File: config.mk
export PLATFORM = sky130hd
export DESIGN_NAME = midi_track_event_parser_top
export DESIGN_NICKNAME = d
export VERILOG_FILES = /design/src/design/mtep_pkg.sv /design/src/design/mtep_in_stage.sv /design/src/design/mtep_parser.sv /design/src/design/mtep_out_stage.sv /design/src/design/midi_track_event_parser_top.sv
export SDC_FILE = /design/constraint.sdc
export NUM_CORES = 1
export LEC_CHECK = 0
export ABC_AREA = 1
export BUFFER_PORTS_ARGS = -buffer_cell sky130_fd_sc_hd__buf_2
export CORE_MARGIN = 8
export CORE_UTILIZATION = 55
export DETAILED_ROUTE_END_ITERATION = 8
export PLACE_DENSITY_LB_ADDON = 0.2
export SLEW_MARGIN = 10
export SYNTH_ARGS = -nofsm -noshare
export SYNTH_HDL_FRONTEND = slang
export SYNTH_HIERARCHICAL = 1
export SYNTH_SLANG_ARGS = --single-unit
File: constraint.sdc
create_clock -name clock -period 10.24 [get_ports clock]
set_input_delay 0.512 -clock clock [delete_from_list [all_inputs] [get_ports clock]]
set_output_delay 0.512 -clock clock [all_outputs]
set_load 0.01 [all_outputs]
File: src/design/mtep_pkg.sv
package mtep_pkg;

   // Input transaction: one byte of a track chunk body.
   typedef struct packed {
      logic [7:0] in_byte;
      logic       track_start;
   } req_type;

   // Result transaction.
   typedef struct packed {
      logic [1:0]  kind;
      logic [31:0] abs_ticks;
      logic [27:0] delta_ticks;
      logic [3:0]  message;
      logic [3:0]  chan;
      logic [6:0]  data_first;
      logic [6:0]  data_second;
      logic [23:0] tempo_us;
      logic [1:0]  error_code;
   } rsp_type;

   // Parser to result stage: one step's outcome.
   typedef struct packed {
      logic    emit;
      rsp_type data;
   } step_type;

   // Result kinds
   localparam logic [1:0] KIND_CHANNEL = 2'd0;
   localparam logic [1:0] KIND_TEMPO   = 2'd1;
   localparam logic [1:0] KIND_END     = 2'd2;
   localparam logic [1:0] KIND_ERROR   = 2'd3;

   // Error codes
   localparam logic [1:0] ERR_NONE       = 2'd0;
   localparam logic [1:0] ERR_NO_RUNNING = 2'd1;
   localparam logic [1:0] ERR_TOO_LONG   = 2'd2;
   localparam logic [1:0] ERR_BAD_STATUS = 2'd3;

   // Parse phases
   localparam int unsigned PhaseW = 3;
   localparam logic [PhaseW-1:0] PH_DELTA     = 3'd0;
   localparam logic [PhaseW-1:0] PH_STATUS    = 3'd1;
   localparam logic [PhaseW-1:0] PH_DATA1     = 3'd2;
   localparam logic [PhaseW-1:0] PH_DATA2     = 3'd3;
   localparam logic [PhaseW-1:0] PH_META_TYPE = 3'd4;
   localparam logic [PhaseW-1:0] PH_META_LEN  = 3'd5;
   localparam logic [PhaseW-1:0] PH_SYSEX_LEN = 3'd6;
   localparam logic [PhaseW-1:0] PH_SKIP      = 3'd7;

   // Byte values
   localparam logic [7:0] STATUS_META     = 8'hFF;
   localparam logic [7:0] STATUS_SYSEX    = 8'hF0;
   localparam logic [7:0] STATUS_SYSEX_CT = 8'hF7;
   localparam logic [7:0] META_END        = 8'h2F;
   localparam logic [7:0] META_TYPE_TEMPO = 8'h51;
   localparam logic [3:0] MSG_PROGRAM     = 4'hC;
   localparam logic [3:0] MSG_PRESSURE    = 4'hD;
   localparam logic [1:0] TEMPO_BYTES     = 2'd3;

endpackage

File: src/design/mtep_in_stage.sv
module mtep_in_stage (
   input  logic             clock,
   input  logic             reset,
   input  logic             req_valid,
   output logic             req_stall,
   input  mtep_pkg::req_type req_data,
   input  logic             advance,
   output logic             item_valid,
   output mtep_pkg::req_type item_data
);
   import mtep_pkg::*;

   logic    valid_ff, valid_in;
   req_type data_ff, data_in;

   // Take a new byte when the slot is empty or is being consumed.
   assign req_stall = valid_ff && !advance;

   always_comb begin
      valid_in = valid_ff;
      data_in  = data_ff;
      if (!req_stall) begin
         valid_in = req_valid;
         if (req_valid) begin
            data_in = req_data;
         end
      end
   end

   always_ff @(posedge clock) begin
      if (reset) begin
         valid_ff <= 1'b0;
      end else begin
         valid_ff <= valid_in;
      end
      data_ff <= data_in;
   end

   assign item_valid = valid_ff;
   assign item_data  = data_ff;

endmodule

File: src/design/mtep_parser.sv
module mtep_parser #(
   parameter int unsigned MAX_LENGTH_BYTES = 4
) (
   input  logic              clock,
   input  logic              reset,
   input  logic              step,
   input  mtep_pkg::req_type  item_data,
   output mtep_pkg::step_type result
);
   import mtep_pkg::*;

   localparam int unsigned CntW = $clog2(MAX_LENGTH_BYTES + 1);
   localparam logic [CntW:0] MaxCnt = (CntW + 1)'(MAX_LENGTH_BYTES);

   logic [PhaseW-1:0] phase_ff, phase_in;
   logic [27:0]       acc_ff, acc_in;
   logic [CntW-1:0]   cnt_ff, cnt_in;
   logic [7:0]        rs_ff, rs_in;
   logic              sv_ff, sv_in;
   logic [31:0]       tick_ff, tick_in;
   logic [27:0]       pend_ff, pend_in;
   logic [7:0]        meta_ff, meta_in;
   logic [27:0]       skip_ff, skip_in;
   logic [23:0]       tempo_ff, tempo_in;
   logic [1:0]        tidx_ff, tidx_in;
   logic [6:0]        held_ff, held_in;

   // State as seen by this byte: a track start clears everything first.
   logic [PhaseW-1:0] cur_phase;
   logic [27:0]       cur_acc, cur_pend, cur_skip;
   logic [CntW-1:0]   cur_cnt;
   logic [7:0]        cur_rs, cur_meta;
   logic              cur_sv;
   logic [31:0]       cur_tick;
   logic [23:0]       cur_tempo;
   logic [1:0]        cur_tidx;
   logic [6:0]        cur_held;

   logic [7:0]  b;
   logic [27:0] acc_shift;
   logic [CntW:0] cnt_inc;
   logic        vl_done, vl_long;
   logic [27:0] skip_dec;
   logic [1:0]  tidx_inc;
   logic [3:0]  msg;

   always_comb begin
      b = item_data.in_byte;
      if (item_data.track_start) begin
         cur_phase = PH_DELTA;
         cur_acc   = '0;
         cur_cnt   = '0;
         cur_rs    = '0;
         cur_sv    = 1'b0;
         cur_tick  = '0;
         cur_pend  = '0;
         cur_meta  = '0;
         cur_skip  = '0;
         cur_tempo = '0;
         cur_tidx  = '0;
         cur_held  = '0;
      end else begin
         cur_phase = phase_ff;
         cur_acc   = acc_ff;
         cur_cnt   = cnt_ff;
         cur_rs    = rs_ff;
         cur_sv    = sv_ff;
         cur_tick  = tick_ff;
         cur_pend  = pend_ff;
         cur_meta  = meta_ff;
         cur_skip  = skip_ff;
         cur_tempo = tempo_ff;
         cur_tidx  = tidx_ff;
         cur_held  = held_ff;
      end
   end

   // Variable-length field helpers
   assign acc_shift = {cur_acc[20:0], b[6:0]};
   assign cnt_inc   = {1'b0, cur_cnt} + (CntW + 1)'(1);
   assign vl_done   = !b[7];
   assign vl_long   = b[7] && (cnt_inc >= MaxCnt);
   assign skip_dec  = cur_skip - 28'd1;
   assign tidx_inc  = cur_tidx + 2'd1;
   assign msg       = cur_rs[7:4];

   always_comb begin
      phase_in = cur_phase;
      acc_in   = cur_acc;
      cnt_in   = cur_cnt;
      rs_in    = cur_rs;
      sv_in    = cur_sv;
      tick_in  = cur_tick;
      pend_in  = cur_pend;
      meta_in  = cur_meta;
      skip_in  = cur_skip;
      tempo_in = cur_tempo;
      tidx_in  = cur_tidx;
      held_in  = cur_held;

      result                  = '0;
      result.data.abs_ticks   = cur_tick;
      result.data.delta_ticks = cur_pend;

      case (cur_phase)
         PH_STATUS: begin
            if (b == STATUS_META) begin
               phase_in = PH_META_TYPE;
            end else if (b inside {STATUS_SYSEX, STATUS_SYSEX_CT}) begin
               acc_in   = '0;
               cnt_in   = '0;
               phase_in = PH_SYSEX_LEN;
            end else if (b >= STATUS_SYSEX) begin
               acc_in                 = '0;
               cnt_in                 = '0;
               phase_in               = PH_DELTA;
               result.emit            = 1'b1;
               result.data.kind       = KIND_ERROR;
               result.data.error_code = ERR_BAD_STATUS;
            end else if (b[7]) begin
               rs_in    = b;
               sv_in    = 1'b1;
               phase_in = PH_DATA1;
            end else if (!cur_sv) begin
               acc_in                 = '0;
               cnt_in                 = '0;
               phase_in               = PH_DELTA;
               result.emit            = 1'b1;
               result.data.kind       = KIND_ERROR;
               result.data.error_code = ERR_NO_RUNNING;
            end else if (msg inside {MSG_PROGRAM, MSG_PRESSURE}) begin
               phase_in                = PH_DELTA;
               result.emit             = 1'b1;
               result.data.kind        = KIND_CHANNEL;
               result.data.message     = msg;
               result.data.chan        = cur_rs[3:0];
               result.data.data_first  = b[6:0];
            end else begin
               held_in  = b[6:0];
               phase_in = PH_DATA2;
            end
         end
         PH_DATA1: begin
            if (msg inside {MSG_PROGRAM, MSG_PRESSURE}) begin
               phase_in               = PH_DELTA;
               result.emit            = 1'b1;
               result.data.kind       = KIND_CHANNEL;
               result.data.message    = msg;
               result.data.chan       = cur_rs[3:0];
               result.data.data_first = b[6:0];
            end else begin
               held_in  = b[6:0];
               phase_in = PH_DATA2;
            end
         end
         PH_DATA2: begin
            phase_in                = PH_DELTA;
            result.emit             = 1'b1;
            result.data.kind        = KIND_CHANNEL;
            result.data.message     = msg;
            result.data.chan        = cur_rs[3:0];
            result.data.data_first  = cur_held;
            result.data.data_second = b[6:0];
         end
         PH_META_TYPE: begin
            meta_in  = b;
            acc_in   = '0;
            cnt_in   = '0;
            phase_in = PH_META_LEN;
         end
         PH_META_LEN, PH_SYSEX_LEN: begin
            acc_in = acc_shift;
            cnt_in = cnt_inc[CntW-1:0];
            if (vl_long) begin
               acc_in                 = '0;
               cnt_in                 = '0;
               phase_in               = PH_DELTA;
               result.emit            = 1'b1;
               result.data.kind       = KIND_ERROR;
               result.data.error_code = ERR_TOO_LONG;
            end else if (vl_done) begin
               acc_in   = '0;
               cnt_in   = '0;
               skip_in  = acc_shift;
               tempo_in = '0;
               tidx_in  = '0;
               phase_in = (acc_shift == 28'd0) ? PH_DELTA : PH_SKIP;
               if ((cur_phase == PH_META_LEN) && (cur_meta == META_END)) begin
                  result.emit      = 1'b1;
                  result.data.kind = KIND_END;
               end
            end
         end
         PH_SKIP: begin
            skip_in = skip_dec;
            if (skip_dec == 28'd0) begin
               phase_in = PH_DELTA;
            end
            // Capture the first three data bytes of a tempo meta.
            if ((cur_meta == META_TYPE_TEMPO) && (cur_tidx < TEMPO_BYTES)) begin
               tempo_in = {cur_tempo[15:0], b};
               tidx_in  = tidx_inc;
               if (tidx_inc == TEMPO_BYTES) begin
                  result.emit          = 1'b1;
                  result.data.kind     = KIND_TEMPO;
                  result.data.tempo_us = {cur_tempo[15:0], b};
               end
            end
         end
         PH_DELTA: begin
            acc_in = acc_shift;
            cnt_in = cnt_inc[CntW-1:0];
            if (vl_long) begin
               acc_in                 = '0;
               cnt_in                 = '0;
               result.emit            = 1'b1;
               result.data.kind       = KIND_ERROR;
               result.data.error_code = ERR_TOO_LONG;
            end else if (vl_done) begin
               pend_in  = acc_shift;
               tick_in  = cur_tick + {4'd0, acc_shift};
               acc_in   = '0;
               cnt_in   = '0;
               meta_in  = '0;
               phase_in = PH_STATUS;
            end
         end
         default: begin
            phase_in = PH_DELTA;
         end
      endcase
   end

   always_ff @(posedge clock) begin
      if (reset) begin
         phase_ff <= PH_DELTA;
         acc_ff   <= '0;
         cnt_ff   <= '0;
         rs_ff    <= '0;
         sv_ff    <= 1'b0;
         tick_ff  <= '0;
         pend_ff  <= '0;
         meta_ff  <= '0;
         skip_ff  <= '0;
         tempo_ff <= '0;
         tidx_ff  <= '0;
         held_ff  <= '0;
      end else if (step) begin
         phase_ff <= phase_in;
         acc_ff   <= acc_in;
         cnt_ff   <= cnt_in;
         rs_ff    <= rs_in;
         sv_ff    <= sv_in;
         tick_ff  <= tick_in;
         pend_ff  <= pend_in;
         meta_ff  <= meta_in;
         skip_ff  <= skip_in;
         tempo_ff <= tempo_in;
         tidx_ff  <= tidx_in;
         held_ff  <= held_in;
      end
   end

endmodule

File: src/design/mtep_out_stage.sv
module mtep_out_stage (
   input  logic              clock,
   input  logic              reset,
   input  logic              step,
   input  mtep_pkg::step_type result,
   output logic              out_ready,
   output logic              rsp_valid,
   input  logic              rsp_stall,
   output mtep_pkg::rsp_type  rsp_data
);
   import mtep_pkg::*;

   logic    valid_ff, valid_in;
   rsp_type data_ff, data_in;

   // The register is free when empty or when its transaction leaves now.
   assign out_ready = !valid_ff || !rsp_stall;

   always_comb begin
      valid_in = valid_ff;
      data_in  = data_ff;
      if (out_ready) begin
         valid_in = step && result.emit;
         if (step && result.emit) begin
            data_in = result.data;
         end
      end
   end

   always_ff @(posedge clock) begin
      if (reset) begin
         valid_ff <= 1'b0;
      end else begin
         valid_ff <= valid_in;
      end
      data_ff <= data_in;
   end

   assign rsp_valid = valid_ff;
   assign rsp_data  = data_ff;

endmodule

File: src/design/midi_track_event_parser_top.sv
// Path: a byte is held in the input register and parsed there by the parse step; the result
//   transaction it completes is registered in the result register and offered from there.
// Throughput: one byte per cycle, set by the single parse step between the two registers;
//   a stalled result holds the parser and, once the input register is full, the input.
// Reset: synchronous, active high; clears both valid flags and all parse state
//   (tick time, running status, length and skip progress).
module midi_track_event_parser_top #(
   parameter int unsigned MAX_LENGTH_BYTES = 4
) (
   input  logic             clock,
   input  logic             reset,
   input  logic             req_valid,
   output logic             req_stall,
   input  mtep_pkg::req_type req_data,
   output logic             rsp_valid,
   input  logic             rsp_stall,
   output mtep_pkg::rsp_type rsp_data
);
   import mtep_pkg::*;

   logic     item_valid;
   req_type  item_data;
   logic     out_ready;
   logic     step;
   step_type result;

   // Advance a byte through the parser whenever the result register can take
   // whatever it yields. Most bytes yield nothing, but a conservative gate on
   // out_ready keeps the parse state and the result register in lockstep.
   assign step = item_valid && out_ready;

   // Input register: holds one byte; refills in the cycle it is consumed.
   mtep_in_stage u_in_stage (
      .clock      (clock),
      .reset      (reset),
      .req_valid  (req_valid),
      .req_stall  (req_stall),
      .req_data   (req_data),
      .advance    (out_ready),
      .item_valid (item_valid),
      .item_data  (item_data)
   );

   // Parse state and the one-byte step: delta decode, running status,
   // meta and sysex lengths, skip count and tempo capture.
   mtep_parser #(
      .MAX_LENGTH_BYTES (MAX_LENGTH_BYTES)
   ) u_parser (
      .clock     (clock),
      .reset     (reset),
      .step      (step),
      .item_data (item_data),
      .result    (result)
   );

   // Result register: while it holds a stalled transaction, hold every byte
   // in the input register, even one that would yield nothing.
   mtep_out_stage u_out_stage (
      .clock     (clock),
      .reset     (reset),
      .step      (step),
      .result    (result),
      .out_ready (out_ready),
      .rsp_valid (rsp_valid),
      .rsp_stall (rsp_stall),
      .rsp_data  (rsp_data)
   );

endmodule

==> impl_metrics.json <==
{
  "worstMarginPinSlew_ns": 0.922,
  "syn_inst": 2013,
  "synth-seq-area-share_pct": 44.5,
  "fin_skew_ns": 0.0214,
  "syn_nets": 2060,
  "final_max_slew_viol_count": 0,
  "finalHoldViolations": 0,
  "ys_types": 50,
  "cts_tree": "built",
  "start_kind": "flop",
  "slew_headroom_pct": 38.5,
  "p_total_mw": 2.66,
  "dp_hpwl_um": 30800,
  "num_rows": 61,
  "path_buf_inv": 4,
  "numClockSinks": 278,
  "irDropWorstVdd_mv": 0.160,
  "cp.required_ns": 10.41,
  "area_growth_pct": 11.4,
  "vias": 14400,
  "die-height_um": 182,
  "critPathSlowestCell": "buf_4",
  "wirelength_um": 46000,
  "synth_area_mm2": 0.0152,
  "setup.worst_path.end_class": "flop",
  "vias_per_cell": 5.90,
  "crit_path_max_fanout": 58,
  "wl_per_cell_um": 18.8,
  "leakage_nw": 7.18,
  "grt_pass1_vias": 13500,
  "placed_cell_area_mm2": 0.0159,
  "clock_latency_ns": 0.56,
  "final_net_count": 2126,
  "io_pins": 125,
  "fin_crit_sh_pct": 42.7,
  "rsz0062_at_grt": "no",
  "n_antenna_cell": 0,
  "fin_tns_setup_ns": 0,
  "syn_avg_cell_area_um2": 7.55,
  "cts_root_buf": "clkbuf_16",
  "fin_cells": 2447,
  "cts.path.max_buffers": 3,
  "final_common_cell": "nand2_1",
  "grt_pass1_wl_um": 72600,
  "drt_pass1_iterations": 5,
  "crit_family": "buffers and inverters",
  "timing.fmax_mhz": 229,
  "synth-seq-cells": 278,
  "outcome": "completed",
  "yosys_warnings": 6,
  "min_period_ns": 4.37,
  "die_area_mm2": 0.0332,
  "routabilityCongestion": 0.936,
  "arrival_ns": 4.55,
  "dp.cells": 2394,
  "final_antenna_net_count": 0,
  "io_buffers": 124,
  "htreeDepth": 1,
  "critical-path-max-stage-delay_ns": 0.64,
  "die_w_um": 182,
  "antenna_found_initial": 0,
  "drtIter0Drc": 1665,
  "cts_buffers": 29,
  "worstSetupPathType": "reg2reg",
  "fill_cells": 2471,
  "worst_hold_slack_ns": 0.130,
  "power_density_mw_per_mm2": 157,
  "grt_max_degree": 88,
  "start_util_pct": 55.3,
  "drive_gt1_share_pct": 12.0,
  "crit_chain": "buf_4 > buf_4 > nor2_1 > ha_1 > nand2_1 > a21oi_1 > nor3_1 > nand2_1 > o31ai_1 > inv_1 > o2111ai_1 > nand2_1 > a21oi_4 > buf_4",
  "post_cts_resized": 0,
  "postCtsSetupRepairBufs": 0,
  "maxCapViolations": 0,
  "track_usage_pct": 26.9,
  "hold_path_class": "in2reg",
  "post-route-drc-count": 0,
  "final_cell_mix": "nand2_1 (433), inv_1 (238), nor2_1 (205)",
  "report.final.setup_viol": 0,
  "overflow": 0,
  "path_clk_slew_ns": 0.07,
  "final_cell_area_mm2": 0.0169,
  "core_area_mm2": 0.0275,
  "hold_buffers": 0
}
==> per-stage QoR <==
| stage | setup slack [ns] | util [%] |
|---|---|---|
| floorplan | 2.00 | - |
| global placement | 6.10 | 58.0 |
| detailed placement | 5.99 | 58.0 |
| CTS | 5.95 | 61.6 |
| global route | 5.65 | 61.6 |
| finish | 5.87 | 61.6 |
==> synth_stat cells, drive strengths merged <==
cell type / number / share of area, %
a31oi: 46 / 1.9
nand2: 451 / 11
a41oi: 1 / 0.058
o221ai: 7 / 0.40
inv: 249 / 6.2
nand3b: 2 / 0.099
o2111ai: 2 / 0.12
a221oi: 54 / 3.1
o21bai: 2 / 0.099
xnor2: 8 / 0.46
a21o: 3 / 0.15
o31ai: 1 / 0.049
dfxtp: 159 / 21
clkinv: 1 / 0.025
a21boi: 3 / 0.15
and3: 1 / 0.041
o32ai: 1 / 0.058
fa: 1 / 0.13
nor3: 17 / 0.63
buf: 40 / 1.5
o221a: 2 / 0.15
nor2: 223 / 6.0
or2: 4 / 0.16
edfxtp: 119 / 24
o22ai: 14 / 0.58
o21ai: 165 / 5.6
xor2: 7 / 0.40
a211oi: 12 / 0.59
o211ai: 20 / 0.99
nand4: 22 / 0.91
nand3: 89 / 3.0
clkbuf: 67 / 1.7
a21oi: 177 / 5.9
o21a: 3 / 0.15
nor4: 7 / 0.29
ha: 33 / 2.7
==> state kept, by name (all words and copies together) (netlist names), 2 cells and up <==
name	cells
u_in_stage/item_data	9
u_out_stage/rsp_data	110
u_parser/acc_ff	21
u_parser/cnt_ff	3
u_parser/held_ff	7
u_parser/meta_ff	8
u_parser/pend_ff	28
u_parser/phase_ff	3
u_parser/rs_ff	8
u_parser/skip_ff	28
u_parser/tempo_ff	16
u_parser/tick_ff	32
u_parser/tidx_ff	2
==> power by group <==
part / leakage (nW) / total [mW] / switching, mW / internal [mW]
Sequential: 2.36 / 1.22 / 0.0279 / 1.19
Combinational: 4.33 / 0.329 / 0.234 / 0.0953
Clock: 0.483 / 1.11 / 0.447 / 0.663
Total: 7.18 / 2.66 / 0.708 / 1.95
==> area by class of cell <==
type                       count  area (um^2)  share of cell area, %
multi-input combinational   1378         7040                   41.6
sequential                   278         6760                   39.9
inverter                     250          945                   5.58
clock buffer                  38          821                   4.85
timing repair buffer         142          756                   4.46
tap                          346          433                   2.56
clock inverter                15          186                   1.10
==> logic make-up (layout without fill, tap and decap cells) <==
| group | count (synthesis) | after routing | synth area share (%) |
|---|---|---|---|
| AO/OA/AOI/OAI | 513 | 513 | 20.0 |
| AND/OR/NAND/NOR | 816 | 816 | 22.5 |
| adder cells (fa/ha/maj) | 34 | 34 | 2.85 |
| flip-flops | 278 | 278 | 44.5 |
| buffers and inverters | 357 | 445 | 9.31 |
| XOR/XNOR | 15 | 15 | 0.865 |
==> final timing paths <==
| check | startpoint | to | slack, ns | depth (start not counted) |
|---|---|---|---|---|
| setup / recovery | u_in_stage/item_data[0] | u_out_stage/rsp_data[62] | 5.87 | 14 |
| hold / removal | req_data[6] | u_in_stage/item_data[6] | 0.13 | 1 |
| hold reg to reg | u_parser/tick_ff[10] | u_parser/tick_ff[10] | 0.47 | 2 |
| setup reg to reg | u_in_stage/item_data[0] | u_out_stage/rsp_data[62] | 5.87 | 14 |
==> routing by layer <==
metal / vias to the layer above / track usage (%) / part of all wire [%]
li1: 6957 / - / -
met1: 6690 / 35.7 / 43
met2: 666 / 43.0 / 45
met3: 119 / 4.61 / 8.8
met4: 0 / 11.0 / 4.1
met5: - / 0 / 0
Note: power is estimated with default switching activity, not from simulation.
